### src/design/rbd_pkg.sv
// rbd_pkg: shared sizes, types and codes of the ring buffer deque
// no dependencies; used by ring_buffer_deque, its checker and its testbench
package rbd_pkg;

    localparam int DEPTH  = 64;
    localparam int DATA_W = 32;
    localparam int PTR_W  = $clog2(DEPTH);
    localparam int CNT_W  = $clog2(DEPTH + 1);
    localparam int REQ_W  = 3;
    localparam int STAT_W = 2;

    typedef logic [DATA_W-1:0] data_t;
    typedef logic [PTR_W-1:0]  ptr_t;
    typedef logic [CNT_W-1:0]  cnt_t;

    typedef enum logic [REQ_W-1:0] {
        REQ_PUSH_REAR  = 3'd0,
        REQ_PUSH_FRONT = 3'd1,
        REQ_POP_HEAD   = 3'd2,
        REQ_POP_BACK   = 3'd3,
        REQ_READ_INDEX = 3'd4,
        REQ_CLEAR      = 3'd5,
        REQ_RESIZE     = 3'd6,
        REQ_NONE       = 3'd7
    } req_t;

    typedef enum logic [STAT_W-1:0] {
        ST_OK    = 2'd0,
        ST_EMPTY = 2'd1,
        ST_FULL  = 2'd2,
        ST_BIG   = 2'd3
    } stat_t;

    typedef enum logic [2:0] {
        S_IDLE,
        S_EXEC,
        S_FILL,
        S_RD_IDX,
        S_RD_FRONT,
        S_RD_BACK,
        S_TAKE_BACK,
        S_LOAD
    } state_t;

endpackage

### src/design/ring_buffer_deque.sv
// ring_buffer_deque: double-ended queue held in a 64 x 32 ring memory
// depends on rbd_pkg
//
// One request is taken at a time; a result waits in its own output register, so the next
// request is accepted while it is still pending. Push, pop, clear, read out of range and a
// resize that does not grow go from the update straight to the reads of front and back; an
// in-range read_index first reads the indexed element; a growing resize first writes the new
// slots, one per cycle, from the old count up to new_size. The ring memory has a single read
// port: the indexed element, the front and the back are read from it one after the other.
module ring_buffer_deque
(
    input  logic                        clk,
    input  logic                        rst_n,
    input  logic                        in_valid,
    output logic                        in_ready,
    input  logic [2:0]                  req_type,
    input  logic [31:0]                 data_value,
    input  logic [5:0]                  elem_index,
    input  logic [6:0]                  new_size,
    output logic                        out_valid,
    input  logic                        out_ready,
    output logic [31:0]                 read_data,
    output logic [31:0]                 front_data,
    output logic [31:0]                 back_data,
    output logic [6:0]                  elem_count,
    output logic [1:0]                  status
);

    rbd_pkg::data_t  ring_mem [rbd_pkg::DEPTH];
    rbd_pkg::data_t  mem_rdata_reg;
    rbd_pkg::ptr_t   mem_raddr;
    rbd_pkg::ptr_t   mem_waddr;
    logic            mem_we;

    rbd_pkg::state_t state_reg, state_next;
    rbd_pkg::req_t   req_reg;
    rbd_pkg::data_t  val_reg;
    rbd_pkg::ptr_t   idx_reg;
    rbd_pkg::cnt_t   nsz_reg;

    rbd_pkg::ptr_t   head_reg, head_next;
    rbd_pkg::cnt_t   occ_reg, occ_next;
    rbd_pkg::cnt_t   fill_reg, fill_next;
    rbd_pkg::stat_t  status_reg, status_next;
    logic            rd_ok_reg, rd_ok_next;
    rbd_pkg::data_t  rd_data_reg, rd_data_next;
    rbd_pkg::data_t  front_reg, front_next;
    rbd_pkg::data_t  back_reg, back_next;

    logic            out_valid_reg;
    rbd_pkg::data_t  out_read_reg, out_front_reg, out_back_reg;
    rbd_pkg::cnt_t   out_count_reg;
    rbd_pkg::stat_t  out_status_reg;

    logic            accept;
    logic            out_load;
    logic            is_full, is_empty, idx_ok, grow;
    rbd_pkg::ptr_t   back_slot;

    assign accept    = in_valid && in_ready;
    assign is_full   = (occ_reg == rbd_pkg::CNT_W'(rbd_pkg::DEPTH));
    assign is_empty  = (occ_reg == '0);
    assign idx_ok    = (rbd_pkg::CNT_W'(idx_reg) < occ_reg);
    assign grow      = (nsz_reg <= rbd_pkg::CNT_W'(rbd_pkg::DEPTH)) && (nsz_reg > occ_reg);
    assign back_slot = is_empty ? head_reg
                     : rbd_pkg::PTR_W'(head_reg + occ_reg[rbd_pkg::PTR_W-1:0] - 1'b1);

    // ring memory, one write and one registered read per cycle
    always_ff @(posedge clk)
    begin
        if (mem_we)
        begin
            ring_mem[mem_waddr] <= val_reg;
        end
        mem_rdata_reg <= ring_mem[mem_raddr];
    end

    // request capture
    always_ff @(posedge clk)
    begin
        if (accept)
        begin
            req_reg <= rbd_pkg::req_t'(req_type);
            val_reg <= data_value;
            idx_reg <= elem_index;
            nsz_reg <= new_size;
        end
    end

    always_ff @(posedge clk or negedge rst_n)
    begin
        if (!rst_n)
        begin
            state_reg     <= rbd_pkg::S_IDLE;
            head_reg      <= '0;
            occ_reg       <= '0;
            out_valid_reg <= 1'b0;
        end
        else
        begin
            state_reg     <= state_next;
            head_reg      <= head_next;
            occ_reg       <= occ_next;
            out_valid_reg <= out_load ? 1'b1 : (out_ready ? 1'b0 : out_valid_reg);
        end
    end

    always_ff @(posedge clk)
    begin
        fill_reg    <= fill_next;
        status_reg  <= status_next;
        rd_ok_reg   <= rd_ok_next;
        rd_data_reg <= rd_data_next;
        front_reg   <= front_next;
        back_reg    <= back_next;
        if (out_load)
        begin
            out_read_reg   <= rd_ok_reg ? rd_data_reg : '0;
            out_front_reg  <= is_empty ? '0 : front_reg;
            out_back_reg   <= is_empty ? '0 : back_reg;
            out_count_reg  <= occ_reg;
            out_status_reg <= status_reg;
        end
    end

    // next state
    always_comb
    begin
        state_next = state_reg;
        case (state_reg)
            rbd_pkg::S_IDLE:
            begin
                if (in_valid)
                begin
                    state_next = rbd_pkg::S_EXEC;
                end
            end
            rbd_pkg::S_EXEC:
            begin
                if (req_reg == rbd_pkg::REQ_RESIZE && grow)
                begin
                    state_next = rbd_pkg::S_FILL;
                end
                else if (req_reg == rbd_pkg::REQ_READ_INDEX && idx_ok)
                begin
                    state_next = rbd_pkg::S_RD_IDX;
                end
                else
                begin
                    state_next = rbd_pkg::S_RD_FRONT;
                end
            end
            rbd_pkg::S_FILL:
            begin
                if (fill_reg == rbd_pkg::CNT_W'(occ_reg - 1'b1))
                begin
                    state_next = rbd_pkg::S_RD_FRONT;
                end
            end
            rbd_pkg::S_RD_IDX:    state_next = rbd_pkg::S_RD_FRONT;
            rbd_pkg::S_RD_FRONT:  state_next = rbd_pkg::S_RD_BACK;
            rbd_pkg::S_RD_BACK:   state_next = rbd_pkg::S_TAKE_BACK;
            rbd_pkg::S_TAKE_BACK: state_next = rbd_pkg::S_LOAD;
            rbd_pkg::S_LOAD:
            begin
                if (!out_valid_reg || out_ready)
                begin
                    state_next = rbd_pkg::S_IDLE;
                end
            end
            default:              state_next = rbd_pkg::S_IDLE;
        endcase
    end

    // datapath and memory control
    always_comb
    begin
        in_ready     = 1'b0;
        out_load     = 1'b0;
        mem_we       = 1'b0;
        mem_waddr    = head_reg;
        mem_raddr    = head_reg;
        head_next    = head_reg;
        occ_next     = occ_reg;
        fill_next    = fill_reg;
        status_next  = status_reg;
        rd_ok_next   = rd_ok_reg;
        rd_data_next = rd_data_reg;
        front_next   = front_reg;
        back_next    = back_reg;
        case (state_reg)
            rbd_pkg::S_IDLE:
            begin
                in_ready     = 1'b1;
                status_next  = rbd_pkg::ST_OK;
                rd_ok_next   = 1'b0;
                rd_data_next = '0;
            end
            rbd_pkg::S_EXEC:
            begin
                case (req_reg)
                    rbd_pkg::REQ_PUSH_REAR:
                    begin
                        if (is_full)
                        begin
                            status_next = rbd_pkg::ST_FULL;
                        end
                        else
                        begin
                            mem_we    = 1'b1;
                            mem_waddr = rbd_pkg::PTR_W'(head_reg + occ_reg[rbd_pkg::PTR_W-1:0]);
                            occ_next  = rbd_pkg::CNT_W'(occ_reg + 1'b1);
                        end
                    end
                    rbd_pkg::REQ_PUSH_FRONT:
                    begin
                        if (is_full)
                        begin
                            status_next = rbd_pkg::ST_FULL;
                        end
                        else
                        begin
                            mem_we    = 1'b1;
                            mem_waddr = rbd_pkg::PTR_W'(head_reg - 1'b1);
                            head_next = rbd_pkg::PTR_W'(head_reg - 1'b1);
                            occ_next  = rbd_pkg::CNT_W'(occ_reg + 1'b1);
                        end
                    end
                    rbd_pkg::REQ_POP_HEAD:
                    begin
                        if (is_empty)
                        begin
                            status_next = rbd_pkg::ST_EMPTY;
                        end
                        else
                        begin
                            head_next = rbd_pkg::PTR_W'(head_reg + 1'b1);
                            occ_next  = rbd_pkg::CNT_W'(occ_reg - 1'b1);
                        end
                    end
                    rbd_pkg::REQ_POP_BACK:
                    begin
                        if (is_empty)
                        begin
                            status_next = rbd_pkg::ST_EMPTY;
                        end
                        else
                        begin
                            occ_next = rbd_pkg::CNT_W'(occ_reg - 1'b1);
                        end
                    end
                    rbd_pkg::REQ_READ_INDEX:
                    begin
                        if (idx_ok)
                        begin
                            rd_ok_next = 1'b1;
                        end
                        else
                        begin
                            status_next = rbd_pkg::ST_EMPTY;
                        end
                    end
                    rbd_pkg::REQ_CLEAR:
                    begin
                        head_next = '0;
                        occ_next  = '0;
                    end
                    rbd_pkg::REQ_RESIZE:
                    begin
                        if (nsz_reg > rbd_pkg::CNT_W'(rbd_pkg::DEPTH))
                        begin
                            status_next = rbd_pkg::ST_BIG;
                        end
                        else
                        begin
                            occ_next  = nsz_reg;
                            fill_next = occ_reg;
                        end
                    end
                    default:
                    begin
                        status_next = rbd_pkg::ST_OK;
                    end
                endcase
            end
            rbd_pkg::S_FILL:
            begin
                mem_we    = 1'b1;
                mem_waddr = rbd_pkg::PTR_W'(head_reg + fill_reg[rbd_pkg::PTR_W-1:0]);
                fill_next = rbd_pkg::CNT_W'(fill_reg + 1'b1);
            end
            rbd_pkg::S_RD_IDX:
            begin
                mem_raddr = rbd_pkg::PTR_W'(head_reg + idx_reg);
            end
            rbd_pkg::S_RD_FRONT:
            begin
                mem_raddr = head_reg;
                if (rd_ok_reg)
                begin
                    rd_data_next = mem_rdata_reg;
                end
            end
            rbd_pkg::S_RD_BACK:
            begin
                mem_raddr  = back_slot;
                front_next = mem_rdata_reg;
            end
            rbd_pkg::S_TAKE_BACK:
            begin
                back_next = mem_rdata_reg;
            end
            rbd_pkg::S_LOAD:
            begin
                out_load = !out_valid_reg || out_ready;
            end
            default:
            begin
                in_ready = 1'b0;
            end
        endcase
    end

    assign out_valid  = out_valid_reg;
    assign read_data  = out_read_reg;
    assign front_data = out_front_reg;
    assign back_data  = out_back_reg;
    assign elem_count = out_count_reg;
    assign status     = out_status_reg;

    a_occ_bound: assert property (@(posedge clk) disable iff (!rst_n)
        occ_reg <= rbd_pkg::CNT_W'(rbd_pkg::DEPTH))
        else $error("count beyond depth");

    a_write_phase: assert property (@(posedge clk) disable iff (!rst_n)
        mem_we |-> (state_reg == rbd_pkg::S_EXEC || state_reg == rbd_pkg::S_FILL))
        else $error("memory write outside update phase");

    a_accept_exec: assert property (@(posedge clk) disable iff (!rst_n)
        accept |=> state_reg == rbd_pkg::S_EXEC)
        else $error("accepted word not executed");

    a_fill_range: assert property (@(posedge clk) disable iff (!rst_n)
        state_reg == rbd_pkg::S_FILL |-> fill_reg < occ_reg)
        else $error("fill past new size");

    a_full_on_push: assert property (@(posedge clk) disable iff (!rst_n)
        out_load && status_reg == rbd_pkg::ST_FULL
        |-> (req_reg == rbd_pkg::REQ_PUSH_REAR || req_reg == rbd_pkg::REQ_PUSH_FRONT))
        else $error("full status on a non-push word");

endmodule

### config.mk
export PLATFORM = sky130hd
export DESIGN_NAME = ring_buffer_deque
export DESIGN_NICKNAME = d
export VERILOG_FILES = /design/src/design/rbd_pkg.sv /design/src/design/ring_buffer_deque.sv
export SDC_FILE = /design/constraint.sdc
export NUM_CORES = 2
export LEC_CHECK = 0
export BUFFER_PORTS_ARGS = -buffer_cell sky130_fd_sc_hd__buf_4
export CAP_MARGIN = 20
export CORE_MARGIN = 3
export CORE_UTILIZATION = 45
export CTS_CLUSTER_SIZE = 25
export DETAILED_ROUTE_END_ITERATION = 16
export SKIP_CTS_REPAIR_TIMING = 1
export SLEW_MARGIN = 40
export SYNTH_ARGS = -nofsm -noshare
export SYNTH_HDL_FRONTEND = slang
export SYNTH_SLANG_ARGS = --single-unit
### constraint.sdc
create_clock -name clk -period 21.5 [get_ports clk]
set_clock_uncertainty 0.15 [all_clocks]
set_input_delay 2.15 -clock clk [delete_from_list [all_inputs] [get_ports clk]]
set_output_delay 2.15 -clock clk [all_outputs]
set_load 0.01 [all_outputs]
==> metrics <==
status=finished clean; Net Switching=0.00739 W; count of cell types in the netlist=81; largest reg by FF count=ring_mem; Detailed Place HPWL=137000 um; Buffers on Ports=158; Crit-path slowest cell=buf_4; combinational power share=44.6%; fillcell total=17100; number of setup violations in the final report=0; layout cells sized above 1=11.0%; post-DR vias/cell=5.83; class of the worst hold path=reg2reg; maximum vdd ir drop=0.000255 V; Post-Syn Nets=6979; gr usage total=23.9%; reg-to-reg slack, setup=15.07 ns; clock buffer depth=3; share of power burned in registers=32.1%; DIE AREA=0.214 sq mm; CP cell instances=inv_1 > ha_1 > or3b_1 > o211ai_1 > o211a_4 > buf_12 > buf_4 > buf_6 > buf_4 > nand2_1 > and3_1 > a311oi_1 > a311oi_1 > a211oi_1 > or4_1; Leakage=36.4 nW; hold slack=0.289 ns; PwrDens=165 mW/mm^2; RSZ-0062 raised after global routing=false; vias=58300; I/O pin total=159; DRT Pass-1 Iters=8; DRT antenna net count=0; cts bufs inserted=233; global-route wire length before repair=383000 um; GR Overflow Total=0; Finished Core Util=51.6%; largest net degree at the start of global routing=162; Critical R2R Launch=occ_reg[1]$_DFFE_PN0P_; Worst Path Buf+Inv=5; kind of cell adding the most delay to the critical path=buffers and inverters; vias in the first global route=55200; worst-margin pin slew=1.01 ns; Setup TNS Final=0 ns; max FFs per register=2048; Remaining DRCs=0; internal power=0.0101 W; min-delay src=status_reg[0]$_SDFFCE_PN0P_; Die Y-Extent=462 um; Final Max Tran Viols=0; Worst setup EP type=register; sequential share of the synthesized area=75.1%; Initial Util=45.5%; async set or reset register ratio after synthesis=0.722%; CP arrival=7.09 ns; Chip Width=462 um; sw frac=42.3%; Reg clk slew, reported paths=0.06 ns; syn avg cell area=13.6 sq um; WL final=263000 um; Worst Setup SP=occ_reg[1]$_DFFE_PN0P_; Layout Area Growth over Synthesis=13.2%; Post-Syn Area=0.0937 sq mm; DRT iter0 DRCs=7124; Post-layout nets=7105; Syn Inst Count=6891; multi-input logic area=0.0217 sq mm; Max Freq=155 MHz; Core ar.=0.206 sq mm; initial antenna violation count=8; Fin. Hold Viols=0; gpl congestion=0.853; FF/Latch Area=0.0703 sq mm; routed length per instance=26.3 um; CTS H-tree depth=4; Slew headroom=32.6%; clk sinks=2356; dpl cell area=0.0983 sq mm; Critical Path RT=22.16 ns; predominant post-synthesis flop cell=edfxtp_1; Tmin final=6.43 ns; WS Path Type=reg2reg; register bit count reported by yosys=2356; period utilization=29.9%; Clk pwr share=23.3%; max cap viols=0; crit-path max FO=76; Clock Latency Late Sink=0.86 ns; Power Total=0.0175 W; root buf cell=clkbuf_16; Non-Filler Cell Area, Final=0.106 sq mm; Rows=166; CP Launch Type=register; Synth Warn #=0; CTS tree=yes; CP peak stage delay=0.70 ns; EDFF count, synth=2307
## cells by family after synthesis
kind of cell | synth area share, %
adder cells (fa/ha/maj) | 0.505
buffers and inverters | 2.48
flip-flops | 75.1
multiplexers | 1.48
AND/OR/NAND/NOR | 15.2
XOR/XNOR | 0.343
AO/OA/AOI/OAI | 4.91
## layout make-up
| class | count | area share, % |
|---|---|---|
| inverters | 21 | 0.0743 |
| clock buffers | 317 | 6.07 |
| well taps | 2772 | 3.27 |
| diodes | 7 | 0.0165 |
| clock inverters | 120 | 1.19 |
| repair buffers | 340 | 2.68 |
| multi-input cells | 4065 | 20.4 |
| flip-flops and latches | 2356 | 66.3 |
## cell usage in the layout, fill, tap and decap left out, drive strengths merged, types with 6 or more instances in the layout
cell,instances
ha,33
a221oi,11
a21o,11
xor2,6
nand3,817
a211o,13
dfxtp,32
clkbuf,317
or3,22
diode,7
a31o,10
a21oi,92
clkinv,85
nand2b,14
nor3,22
and3,214
nor2,109
nand3b,8
inv,28
a32oi,77
o221ai,11
nor2b,12
clkinvlp,7
xnor2,23
dfrtp,17
o22ai,21
a31oi,115
nand2,1880
bufinv,21
and2,103
mux2i,139
a311oi,130
o21ai,47
nand4,12
a211oi,27
o21a,8
edfxtp,2307
a22oi,16
buf,340
## synthesized netlist by cell type (all sizes together), types with 21 or more instances
| cell type | instances | share of area, % |
|---|---|---|
| nor3 | 22 | 0.13 |
| clkbuf | 155 | 0.62 |
| o22ai | 21 | 0.14 |
| xnor2 | 23 | 0.21 |
| a31oi | 115 | 0.77 |
| nand3 | 817 | 4.4 |
| and2 | 103 | 0.69 |
| a21oi | 92 | 0.49 |
| o21ai | 47 | 0.26 |
| dfxtp | 32 | 0.68 |
| a32oi | 77 | 0.72 |
| a211oi | 27 | 0.22 |
| a311oi | 130 | 1.2 |
| edfxtp | 2307 | 74 |
| and3 | 214 | 1.4 |
| mux2i | 139 | 1.5 |
| nand2 | 1880 | 7.5 |
| or3 | 22 | 0.15 |
| nor2 | 109 | 0.44 |
| ha | 33 | 0.44 |
| buf | 294 | 1.8 |
## layer usage
metal | wire, um | GRT usage [%] | vias to the layer above
met4 | 9620 | 8.91 | 2
met2 | 122000 | 37.7 | 2801
met5 | 13 | 0 | -
met3 | 22600 | 3.62 | 453
li1 | - | - | 25800
met1 | 108000 | 33.8 | 29300
## worst paths after layout
| check | cells past startpoint | to |
|---|---|---|
| worst max-delay path | 15 | mem_rdata_reg[20]$_DFF_P_ |
| min in group asynchronous | 1 | occ_reg[3]$_DFFE_PN0P_ |
| max in group asynchronous | 1 | out_valid$_DFFE_PN0P_ |
| worst max register to register | 15 | mem_rdata_reg[20]$_DFF_P_ |
| worst min register to register | 0 | status[0]$_DFFE_PP_ |
| worst min-delay path | 0 | status[0]$_DFFE_PP_ |
## power by group through the flow
stage / clock (W) / combinational [W] / sequential, W
after global placement: 0 / 0.00761 / 0.00569
after detailed placement: 0 / 0.00772 / 0.00570
after floorplan: 0 / 0.00517 / 0.00564
after global routing: 0.00432 / 0.00841 / 0.00562
final: 0.00408 / 0.00779 / 0.00560
after CTS: 0.00414 / 0.00775 / 0.00560
## stage by stage
step	setup slack (ns)	instances
floorplan	11.30	6891
global placement	14.70	9543
detailed placement	14.88	9549
CTS	14.80	9986
global route	14.69	9994
finish	15.07	9998
(Power assumes the default switching activity.)
